**src/rtl/core/adsrg_pkg.sv**
```systemverilog
// Shared types and constants for the ADSR envelope gain block.
package adsrg_pkg;

  localparam int COUNT_WIDTH_DEF = 24;
  localparam int LEN_W           = 24;
  localparam int CFG_IDX_W       = 3;
  localparam int SAMPLE_W        = 16;
  localparam int GAIN_W          = 16;
  localparam int PHASE_W         = 3;
  localparam int DIV_Q_W         = 16;
  localparam int DIV_NUM_W       = LEN_W + DIV_Q_W;
  localparam int DIV_CNT_W       = $clog2(DIV_Q_W);
  localparam int COEF_W          = 15;

  localparam logic [GAIN_W-1:0] GAIN_ONE  = 16'd32768;
  localparam logic [GAIN_W-1:0] GAIN_SUS  = 16'd9830;
  localparam logic [GAIN_W-1:0] GAIN_DROP = GAIN_ONE - GAIN_SUS;

  typedef enum logic [PHASE_W-1:0] {
    PH_ATTACK  = 3'd0,
    PH_DECAY   = 3'd1,
    PH_SUSTAIN = 3'd2,
    PH_RELEASE = 3'd3,
    PH_DONE    = 3'd4
  } phase_t;

  typedef enum logic [CFG_IDX_W-1:0] {
    REG_ATTACK  = 3'd0,
    REG_DECAY   = 3'd1,
    REG_SUSTAIN = 3'd2,
    REG_RELEASE = 3'd3,
    REG_TOTAL   = 3'd4
  } reg_idx_t;

  typedef struct packed {
    logic [LEN_W-1:0] attack_len;
    logic [LEN_W-1:0] decay_len;
    logic [LEN_W-1:0] sustain_len;
    logic [LEN_W-1:0] release_len;
    logic [LEN_W-1:0] total_len;
  } cfg_regs_t;

  typedef struct packed {
    logic busy;
    logic done;
  } div_status_t;

endpackage

```
**src/rtl/core/adsrg_if.sv**
```systemverilog
// Channel interfaces: sample input, result output and register write.
interface adsrg_sample_if;
  logic                                 valid;
  logic                                 ready;
  logic signed [adsrg_pkg::SAMPLE_W-1:0] sample_in;
  logic                                 restart;
  modport source (output valid, sample_in, restart, input ready);
  modport sink   (input valid, sample_in, restart, output ready);
endinterface

interface adsrg_result_if;
  logic                                 valid;
  logic                                 ready;
  logic signed [adsrg_pkg::SAMPLE_W-1:0] sample_out;
  logic [adsrg_pkg::GAIN_W-1:0]          gain;
  logic [adsrg_pkg::PHASE_W-1:0]         phase;
  modport source (output valid, sample_out, gain, phase, input ready);
  modport sink   (input valid, sample_out, gain, phase, output ready);
endinterface

interface adsrg_cfg_if;
  logic                           valid;
  logic                           ready;
  logic [adsrg_pkg::CFG_IDX_W-1:0] index;
  logic [adsrg_pkg::LEN_W-1:0]     data;
  modport source (output valid, index, data, input ready);
  modport sink   (input valid, index, data, output ready);
endinterface

```
**src/rtl/core/adsrg_cfg.sv**
```systemverilog
// Phase length register file with write decode.
module adsrg_cfg (
  input  logic                 clk,
  input  logic                 rst,
  adsrg_cfg_if.sink            cfg,
  output adsrg_pkg::cfg_regs_t regs
);

  assign cfg.ready = 1'b1;

  always_ff @(posedge clk) begin
    if (rst) begin
      regs <= '0;
    end else if (cfg.valid) begin
      case (adsrg_pkg::reg_idx_t'(cfg.index))
        adsrg_pkg::REG_ATTACK:  regs.attack_len  <= cfg.data;
        adsrg_pkg::REG_DECAY:   regs.decay_len   <= cfg.data;
        adsrg_pkg::REG_SUSTAIN: regs.sustain_len <= cfg.data;
        adsrg_pkg::REG_RELEASE: regs.release_len <= cfg.data;
        adsrg_pkg::REG_TOTAL:   regs.total_len   <= cfg.data;
        default: ;
      endcase
    end
  end

endmodule

```
**src/rtl/core/adsrg_div.sv**
```systemverilog
// Restoring divider, one quotient bit per cycle; quotient must fit DIV_Q_W bits.
module adsrg_div (
  input  logic                                clk,
  input  logic                                rst,
  input  logic                                start,
  input  logic [adsrg_pkg::DIV_NUM_W-1:0]     num,
  input  logic [adsrg_pkg::LEN_W-1:0]         den,
  output adsrg_pkg::div_status_t              stat,
  output logic [adsrg_pkg::DIV_Q_W-1:0]       quot
);

  logic [adsrg_pkg::LEN_W-1:0]     rem;
  logic [adsrg_pkg::LEN_W-1:0]     den_q;
  logic [adsrg_pkg::DIV_Q_W-1:0]   low;
  logic [adsrg_pkg::DIV_CNT_W-1:0] cnt;
  logic [adsrg_pkg::LEN_W:0]       trial;
  logic [adsrg_pkg::LEN_W:0]       diff;
  logic                            fits;

  assign trial = {rem, low[adsrg_pkg::DIV_Q_W-1]};
  assign diff  = trial - {1'b0, den_q};
  assign fits  = (trial >= {1'b0, den_q});

  always_ff @(posedge clk) begin
    if (rst) begin
      stat <= '0;
      cnt  <= '0;
    end else begin
      stat.done <= 1'b0;
      if (start) begin
        rem       <= num[adsrg_pkg::DIV_NUM_W-1 -: adsrg_pkg::LEN_W];
        low       <= num[adsrg_pkg::DIV_Q_W-1:0];
        den_q     <= den;
        cnt       <= '0;
        stat.busy <= 1'b1;
      end else if (stat.busy) begin
        rem  <= fits ? diff[adsrg_pkg::LEN_W-1:0] : trial[adsrg_pkg::LEN_W-1:0];
        low  <= {low[adsrg_pkg::DIV_Q_W-2:0], 1'b0};
        quot <= {quot[adsrg_pkg::DIV_Q_W-2:0], fits};
        cnt  <= cnt + 1'b1;
        if (cnt == {adsrg_pkg::DIV_CNT_W{1'b1}}) begin
          stat.busy <= 1'b0;
          stat.done <= 1'b1;
        end
      end
    end
  end

endmodule

```
**src/rtl/core/adsr_envelope_gain_top.sv**
```systemverilog
// ADSR envelope gain: one sample at a time, a 16-bit input sample is scaled by a
// piecewise-linear attack/decay/sustain/release gain in unsigned Q1.15 taken at the
// current sample position, which then advances by one and saturates at its top.
// A sample inside the attack, decay or release ramp passes through the sum, classify,
// setup, divide, apply and output steps, its time set mostly by the 16-step restoring
// divider that forms the ramp fraction; sustain, zero release, release past its length
// and done samples skip the divide step.
// Input ready is high only while the sequencer is idle; a result still waiting at the
// output holds the sequencer in its last step until that result is taken.
// Length registers may be written whenever no sample is in flight.
module adsr_envelope_gain_top #(
  parameter int COUNT_WIDTH = adsrg_pkg::COUNT_WIDTH_DEF
) (
  input  logic            clk,
  input  logic            rst,
  adsrg_sample_if.sink    samples,
  adsrg_result_if.source  results,
  adsrg_cfg_if.sink       cfg
);

  localparam int SW = ((COUNT_WIDTH > adsrg_pkg::LEN_W) ? COUNT_WIDTH : adsrg_pkg::LEN_W) + 2;
  localparam int PROD_W = adsrg_pkg::SAMPLE_W + adsrg_pkg::GAIN_W + 1;

  typedef enum logic [2:0] {
    ST_IDLE, ST_SUM1, ST_SUM2, ST_CLASS, ST_SETUP, ST_DIV, ST_APPLY, ST_OUT
  } state_t;

  adsrg_pkg::cfg_regs_t    regs;
  adsrg_pkg::div_status_t  div_stat;
  logic [adsrg_pkg::DIV_Q_W-1:0] quot;

  state_t                              state;
  logic [COUNT_WIDTH-1:0]              position;
  logic [COUNT_WIDTH-1:0]              pos_cur;
  logic [SW-1:0]                       p_ext;
  logic [SW-1:0]                       d_end;
  logic [SW-1:0]                       s_end;
  logic [SW-1:0]                       off;
  logic signed [adsrg_pkg::SAMPLE_W-1:0] smp;
  adsrg_pkg::phase_t                   phase;
  logic [adsrg_pkg::GAIN_W-1:0]        gain;
  logic [adsrg_pkg::DIV_NUM_W-1:0]     num;
  logic [adsrg_pkg::LEN_W-1:0]         den;
  logic                                div_start;
  logic [adsrg_pkg::COEF_W-1:0]        coef;
  logic [adsrg_pkg::LEN_W+adsrg_pkg::COEF_W-1:0] mul;
  logic signed [PROD_W-1:0]            prod;
  logic                                out_valid;
  logic signed [adsrg_pkg::SAMPLE_W-1:0] out_sample;
  logic [adsrg_pkg::GAIN_W-1:0]        out_gain;
  logic [adsrg_pkg::PHASE_W-1:0]       out_phase;

  adsrg_cfg u_cfg (
    .clk  (clk),
    .rst  (rst),
    .cfg  (cfg),
    .regs (regs)
  );

  adsrg_div u_div (
    .clk   (clk),
    .rst   (rst),
    .start (div_start),
    .num   (num),
    .den   (den),
    .stat  (div_stat),
    .quot  (quot)
  );

  assign samples.ready      = (state == ST_IDLE);
  assign results.valid      = out_valid;
  assign results.sample_out = out_sample;
  assign results.gain       = out_gain;
  assign results.phase      = out_phase;

  assign pos_cur = samples.restart ? '0 : position;
  assign coef = (phase == adsrg_pkg::PH_DECAY) ?
                adsrg_pkg::GAIN_DROP[adsrg_pkg::COEF_W-1:0] :
                adsrg_pkg::GAIN_SUS[adsrg_pkg::COEF_W-1:0];
  assign mul  = off[adsrg_pkg::LEN_W-1:0] * coef;

  always_ff @(posedge clk) begin
    if (rst) begin
      state     <= ST_IDLE;
      position  <= '0;
      div_start <= 1'b0;
      out_valid <= 1'b0;
    end else begin
      div_start <= 1'b0;
      if (out_valid && results.ready && state != ST_OUT) begin
        out_valid <= 1'b0;
      end
      case (state)
        ST_IDLE: begin
          if (samples.valid) begin
            p_ext    <= SW'(pos_cur);
            smp      <= samples.sample_in;
            position <= (pos_cur == {COUNT_WIDTH{1'b1}}) ? pos_cur : pos_cur + 1'b1;
            state    <= ST_SUM1;
          end
        end
        ST_SUM1: begin
          d_end <= SW'(regs.attack_len) + SW'(regs.decay_len);
          state <= ST_SUM2;
        end
        ST_SUM2: begin
          s_end <= d_end + SW'(regs.sustain_len);
          state <= ST_CLASS;
        end
        ST_CLASS: begin
          if (p_ext >= SW'(regs.total_len)) begin
            phase <= adsrg_pkg::PH_DONE;
          end else if (p_ext < SW'(regs.attack_len)) begin
            phase <= adsrg_pkg::PH_ATTACK;
          end else if (p_ext < d_end) begin
            phase <= adsrg_pkg::PH_DECAY;
            off   <= p_ext - SW'(regs.attack_len);
          end else if (p_ext < s_end) begin
            phase <= adsrg_pkg::PH_SUSTAIN;
          end else begin
            phase <= adsrg_pkg::PH_RELEASE;
            off   <= p_ext - s_end;
          end
          state <= ST_SETUP;
        end
        ST_SETUP: begin
          case (phase)
            adsrg_pkg::PH_ATTACK: begin
              num       <= {1'b0, p_ext[adsrg_pkg::LEN_W-1:0], {adsrg_pkg::COEF_W{1'b0}}};
              den       <= regs.attack_len;
              div_start <= 1'b1;
              state     <= ST_DIV;
            end
            adsrg_pkg::PH_DECAY: begin
              num       <= {1'b0, mul};
              den       <= regs.decay_len;
              div_start <= 1'b1;
              state     <= ST_DIV;
            end
            adsrg_pkg::PH_SUSTAIN: begin
              gain  <= adsrg_pkg::GAIN_SUS;
              state <= ST_APPLY;
            end
            adsrg_pkg::PH_RELEASE: begin
              if (off >= SW'(regs.release_len)) begin
                gain  <= '0;
                state <= ST_APPLY;
              end else begin
                num       <= {1'b0, mul};
                den       <= regs.release_len;
                div_start <= 1'b1;
                state     <= ST_DIV;
              end
            end
            default: begin
              gain  <= '0;
              state <= ST_APPLY;
            end
          endcase
        end
        ST_DIV: begin
          if (div_stat.done) begin
            case (phase)
              adsrg_pkg::PH_DECAY:   gain <= adsrg_pkg::GAIN_ONE - quot;
              adsrg_pkg::PH_RELEASE: gain <= adsrg_pkg::GAIN_SUS - quot;
              default:               gain <= quot;
            endcase
            state <= ST_APPLY;
          end
        end
        ST_APPLY: begin
          prod  <= PROD_W'(smp) * PROD_W'(signed'({1'b0, gain}));
          state <= ST_OUT;
        end
        ST_OUT: begin
          if (!out_valid || results.ready) begin
            out_sample <= prod[adsrg_pkg::SAMPLE_W+14:15];
            out_gain   <= gain;
            out_phase  <= phase;
            out_valid  <= 1'b1;
            state      <= ST_IDLE;
          end
        end
        default: state <= ST_IDLE;
      endcase
    end
  end

  a_div_only_in_div: assert property (@(posedge clk) disable iff (rst)
    div_stat.busy |-> state == ST_DIV)
    else $error("divider running outside divide step");

  a_gain_range: assert property (@(posedge clk) disable iff (rst)
    results.valid |-> results.gain <= adsrg_pkg::GAIN_ONE)
    else $error("gain above unity");

  a_done_silent: assert property (@(posedge clk) disable iff (rst)
    results.valid && results.phase == adsrg_pkg::PH_DONE |->
      results.gain == '0 && results.sample_out == '0)
    else $error("done phase with nonzero output");

  a_one_in_flight: assert property (@(posedge clk) disable iff (rst)
    samples.valid && samples.ready |=> !samples.ready)
    else $error("second sample taken while busy");

endmodule

```
**src/flat_wrapper.sv**
```systemverilog
// flat-port wrapper written by rule: the top's interface ports become plain ports
module adsr_envelope_gain_top_flat 
#(
  parameter int COUNT_WIDTH = adsrg_pkg::COUNT_WIDTH_DEF
)
  (clk, rst, samples_valid, samples_sample_in, samples_restart, samples_ready, results_valid, results_sample_out, results_gain, results_phase, results_ready, cfg_valid, cfg_index, cfg_data, cfg_ready);
  adsrg_sample_if samples_i ();
  adsrg_result_if results_i ();
  adsrg_cfg_if cfg_i ();
  input  logic clk;
  input  logic rst;
  input wire logic [$bits(samples_i.valid)-1:0] samples_valid;
  input wire logic [$bits(samples_i.sample_in)-1:0] samples_sample_in;
  input wire logic [$bits(samples_i.restart)-1:0] samples_restart;
  output wire logic [$bits(samples_i.ready)-1:0] samples_ready;
  output wire logic [$bits(results_i.valid)-1:0] results_valid;
  output wire logic [$bits(results_i.sample_out)-1:0] results_sample_out;
  output wire logic [$bits(results_i.gain)-1:0] results_gain;
  output wire logic [$bits(results_i.phase)-1:0] results_phase;
  input wire logic [$bits(results_i.ready)-1:0] results_ready;
  input wire logic [$bits(cfg_i.valid)-1:0] cfg_valid;
  input wire logic [$bits(cfg_i.index)-1:0] cfg_index;
  input wire logic [$bits(cfg_i.data)-1:0] cfg_data;
  output wire logic [$bits(cfg_i.ready)-1:0] cfg_ready;
  assign samples_i.valid = samples_valid;
  assign samples_i.sample_in = samples_sample_in;
  assign samples_i.restart = samples_restart;
  assign samples_ready = samples_i.ready;
  assign results_valid = results_i.valid;
  assign results_sample_out = results_i.sample_out;
  assign results_gain = results_i.gain;
  assign results_phase = results_i.phase;
  assign results_i.ready = results_ready;
  assign cfg_i.valid = cfg_valid;
  assign cfg_i.index = cfg_index;
  assign cfg_i.data = cfg_data;
  assign cfg_ready = cfg_i.ready;
  adsr_envelope_gain_top #(.COUNT_WIDTH(COUNT_WIDTH)) u_core (.clk(clk), .rst(rst), .samples(samples_i), .results(results_i), .cfg(cfg_i));
endmodule
```
**config.mk**
```make
export PLATFORM = sky130hd
export DESIGN_NAME = adsr_envelope_gain_top_flat
export DESIGN_NICKNAME = d
export VERILOG_FILES = /design/src/rtl/core/adsrg_pkg.sv /design/src/rtl/core/adsrg_if.sv /design/src/rtl/core/adsrg_cfg.sv /design/src/rtl/core/adsrg_div.sv /design/src/rtl/core/adsr_envelope_gain_top.sv /design/src/flat_wrapper.sv
export SDC_FILE = /design/constraint.sdc
export NUM_CORES = 2
export LEC_CHECK = 0
export BUFFER_PORTS_ARGS = -buffer_cell sky130_fd_sc_hd__buf_2
export CAP_MARGIN = 20
export CORE_MARGIN = 2
export CORE_UTILIZATION = 29
export CTS_CLUSTER_SIZE = 14
export DETAILED_ROUTE_END_ITERATION = 7
export GPL_TIMING_DRIVEN = 1
export MAX_ROUTING_LAYER = met4
export PLACE_DENSITY = 0.43
export RECOVER_POWER = 50
export SETUP_SLACK_MARGIN = 0.1
export SLEW_MARGIN = 10
export SYNTH_ARGS = -nofsm -noshare
export SYNTH_HDL_FRONTEND = slang
export SYNTH_SLANG_ARGS = --single-unit
```
**constraint.sdc**
```tcl
create_clock -name clk -period 7.4 [get_ports clk]
set_input_delay 1.48 -clock clk [delete_from_list [all_inputs] [get_ports clk]]
set_output_delay 1.48 -clock clk [all_outputs]
set_load 0.05 [all_outputs]
```
==> results by group <==
Timing
  • Worst slew margin: -1.64
  • Setup WS post-layout: 374 ps
  • Worst hold slack: 403 ps
  • Final Max Tran Viols: 320
  • RSZ-0062 raised after global routing: false
  • Fin crit share: 0.950
  • Min Tclk post-route: 7030 ps
  • Final Setup Violations: 0
  • Setup tns final: 0 ps
  • Final hold viol count: 0
  • Max Clock Skew: 32.8 ps
  • Worst-margin pin slew: 3960 ps
  • Max Freq: 142 MHz

Die
  • Starting density of the core: 0.293
  • Die area: 153,000 um^2
  • Io pins: 87
  • Die span in x: 391 um
  • Row cnt: 141
  • Die Y: 391 um
  • Core ar.: 148,000 um^2

Clock tree
  • Clk slew on worst S/H paths: 60 ps
  • CTS tree: done
  • Clock latency on the worst-skew pair: 680 ps
  • CTS Root Cell: clkbuf_16
  • CTS H-tree lvls: 3
  • Clock sinks: 483
  • CTS Buf Count: 66
  • CTS max path bufs: 3

Logic synthesis
  • Ys Warns: 0
  • Yosys top cell by area: edfxtp_1
  • Synth unique cells: 97
  • Avg Synthesized Cell Area: 9.45 um^2
  • Synthesized instance count: 4,589
  • Sequential fraction of the synthesis area: 0.299
  • Post-synth top area share: 0.227
  • Ys flop type: edfxtp_1
  • Number of synthesized flops with an enable pin: 328
  • Synth Register Bits: 483
  • Mapped Area: 43,400 um^2
  • Synth top area cells: edfxtp_1, fa_1, ha_1
  • FFs w/ async S/R, synth: 0

GRT
  • First-pass GRT wire length: 203,000 um
  • GRT overflow: 0
  • GRT Resource Usage Total: 0.183
  • Initial antenna violation count: 3
  • Vias in the first global route: 32,000
  • Largest net degree at the start of global routing: 81

Drt
  • Drt pass-1 iters: 5
  • Routed WL: 134,000 um
  • DR WL/cell: 20.3 um
  • Iter 0 DRT Violations: 2,020
  • ANT nets after route: 0
  • # DRC: 0
  • Vias: 31,400
  • Drt via density: 4.75

Setup path
  • Worst EP required: 7800 ps
  • Slowest-stage cell, CP: fa_1
  • Worst R2R Path Depth: 28
  • Data arrival, critical path: 7430 ps
  • Setup Crit Path Kind: reg -> reg
  • CP peak stage delay: 530 ps
  • Startpoint Class: flip-flop
  • Crit Path Max Fanout: 17
  • Endpoint type of the worst setup path: flip-flop

Cells and area
  • Most frequent cells in the layout: inv_1, nand2_1, ha_1, fa_1, edfxtp_1
  • Footprint of the multi-input gates: 26,900 um^2
  • Fillers: 15,500
  • Area Overhead vs Synth: 11.7%
  • Most common cell after layout, fill and taps aside: inv_1
  • Fin nets: 5,571
  • Sequential Area: 13,000 um^2
  • Share of post-route cells with drive strength above 1: 0.0722
  • Layout Cells excl Fill: 6,625
  • Final instance area: 48,500 um^2

Placement
  • Final Wtd Congestion: 0.852
  • HPWL after DPL: 106,000 um
  • Pre-CTS WS: 340 ps
  • Port bufs: 85
  • Placed Area: 46,100 um^2
  • Placed Instances: 6,502

Status
  • Status: finished with violations
  • Failing checks: max-capacitance violations, max-slew violations

Pwr
  • Peak VDD IR: 0.264 mV
  • PwrDens: 218 nW/um^2
  • Lkg Pwr: 21.3 nW

Min path
  • Hold Crit Class: reg -> reg
  • Hold depth: 0

Run
  • Reported max-cap violation count: 9
==> repair_timing <==
action                     4_1_cts  5_1_grt
hold buffers                     0        0
setup endpoints to repair        0        6
gates resized for setup          0        3
setup buffers                    0        0
==> registers in the layout, summed over array words and instances, names as in the netlist, 25 cells and up <==
signal and count:
u_core.off 26, u_core.s_end 26, u_core.d_end 25, u_core.num 38, u_core.u_cfg.regs 120
==> stage by stage <==
stage	power (W)	utilization
3_3_place_gp	0.00714	0.311
5_1_grt	0.0113	0.327
6_report	0.0105	0.327
3_5_place_dp	0.00713	0.311
4_1_cts	0.0107	0.327
2_1_floorplan	0.00595	-
==> cells in the mapped netlist, types with 42 or more instances <==
master,count
a21o_1,62
a21oi_1,281
and2_1,121
clkbuf_1,146
dfxtp_1,155
edfxtp_1,328
fa_1,391
ha_1,490
inv_1,759
nand2_1,689
nand3_1,51
nor2_1,188
nor2b_1,49
nor3_1,42
o21ai_0,149
xnor2_1,124
xor2_1,56
==> per-layer routing <==
| layer | up-vias | share of wire | track usage |
|---|---|---|---|
| met5 | - | 0 | - |
| met4 | 0 | 0.031 | 0.0552 |
| li1 | 15200 | - | - |
| met2 | 556 | 0.46 | 0.290 |
| met1 | 15500 | 0.46 | 0.241 |
| met3 | 163 | 0.045 | 0.0281 |
==> layout make-up <==
type	instances	area share
Tap cell	1930	0.0498
Sequential cell	483	0.267
Inverter	761	0.0590
Clock buffer	85	0.0385
Clock inverter	36	0.0104
Multi-Input combinational cell	3178	0.556
Antenna cell	1	0.0000516
Timing Repair Buffer	151	0.0188
==> cell families (layout without fill, tap and decap cells) <==
group | Yosys count | after routing | synth area share
simple gates | 1313 | 1313 | 0.139
buf+inv | 932 | 1033 | 0.0819
fa+ha+maj | 881 | 881 | 0.322
compound gates | 744 | 744 | 0.109
flops | 483 | 483 | 0.299
xor+xnor | 180 | 180 | 0.0364
mux | 54 | 54 | 0.0130
other cells | 2 | 7 | 0.000173
==> power breakdown <==
group | total, W | internal, W | switching, W
combinational | 0.00388 | 0.00155 | 0.00233
sequential | 0.00316 | 0.00305 | 0.000112
clock | 0.00350 | 0.00210 | 0.00140
total | 0.0105 | 0.00670 | 0.00384
==> worst paths after layout <==
path | endpoint | slack [ps] | startpoint
hold reg to reg | u_core.results.sample_out[5]$_DFFE_PP_ | 400 | u_core.prod[20]$_DFFE_PP_
setup reg to reg | u_core.num[36]$_DFFE_PP_ | 370 | u_core.phase[2]$_SDFFCE_PP1P_
setup / recovery | u_core.num[36]$_DFFE_PP_ | 370 | u_core.phase[2]$_SDFFCE_PP1P_
hold / removal | u_core.results.sample_out[5]$_DFFE_PP_ | 400 | u_core.prod[20]$_DFFE_PP_
==> worst max-delay path: cells and delay by family, from the launching register on <==
| family | cells | cell delay (ps) |
|---|---|---|
| compound gates | 6 | 1310 |
| xor+xnor | 1 | 170 |
| fa+ha+maj | 7 | 3030 |
| buf+inv | 8 | 860 |
| flops | 1 | 380 |
| simple gates | 6 | 970 |
Power figures use the tool's default switching activity.
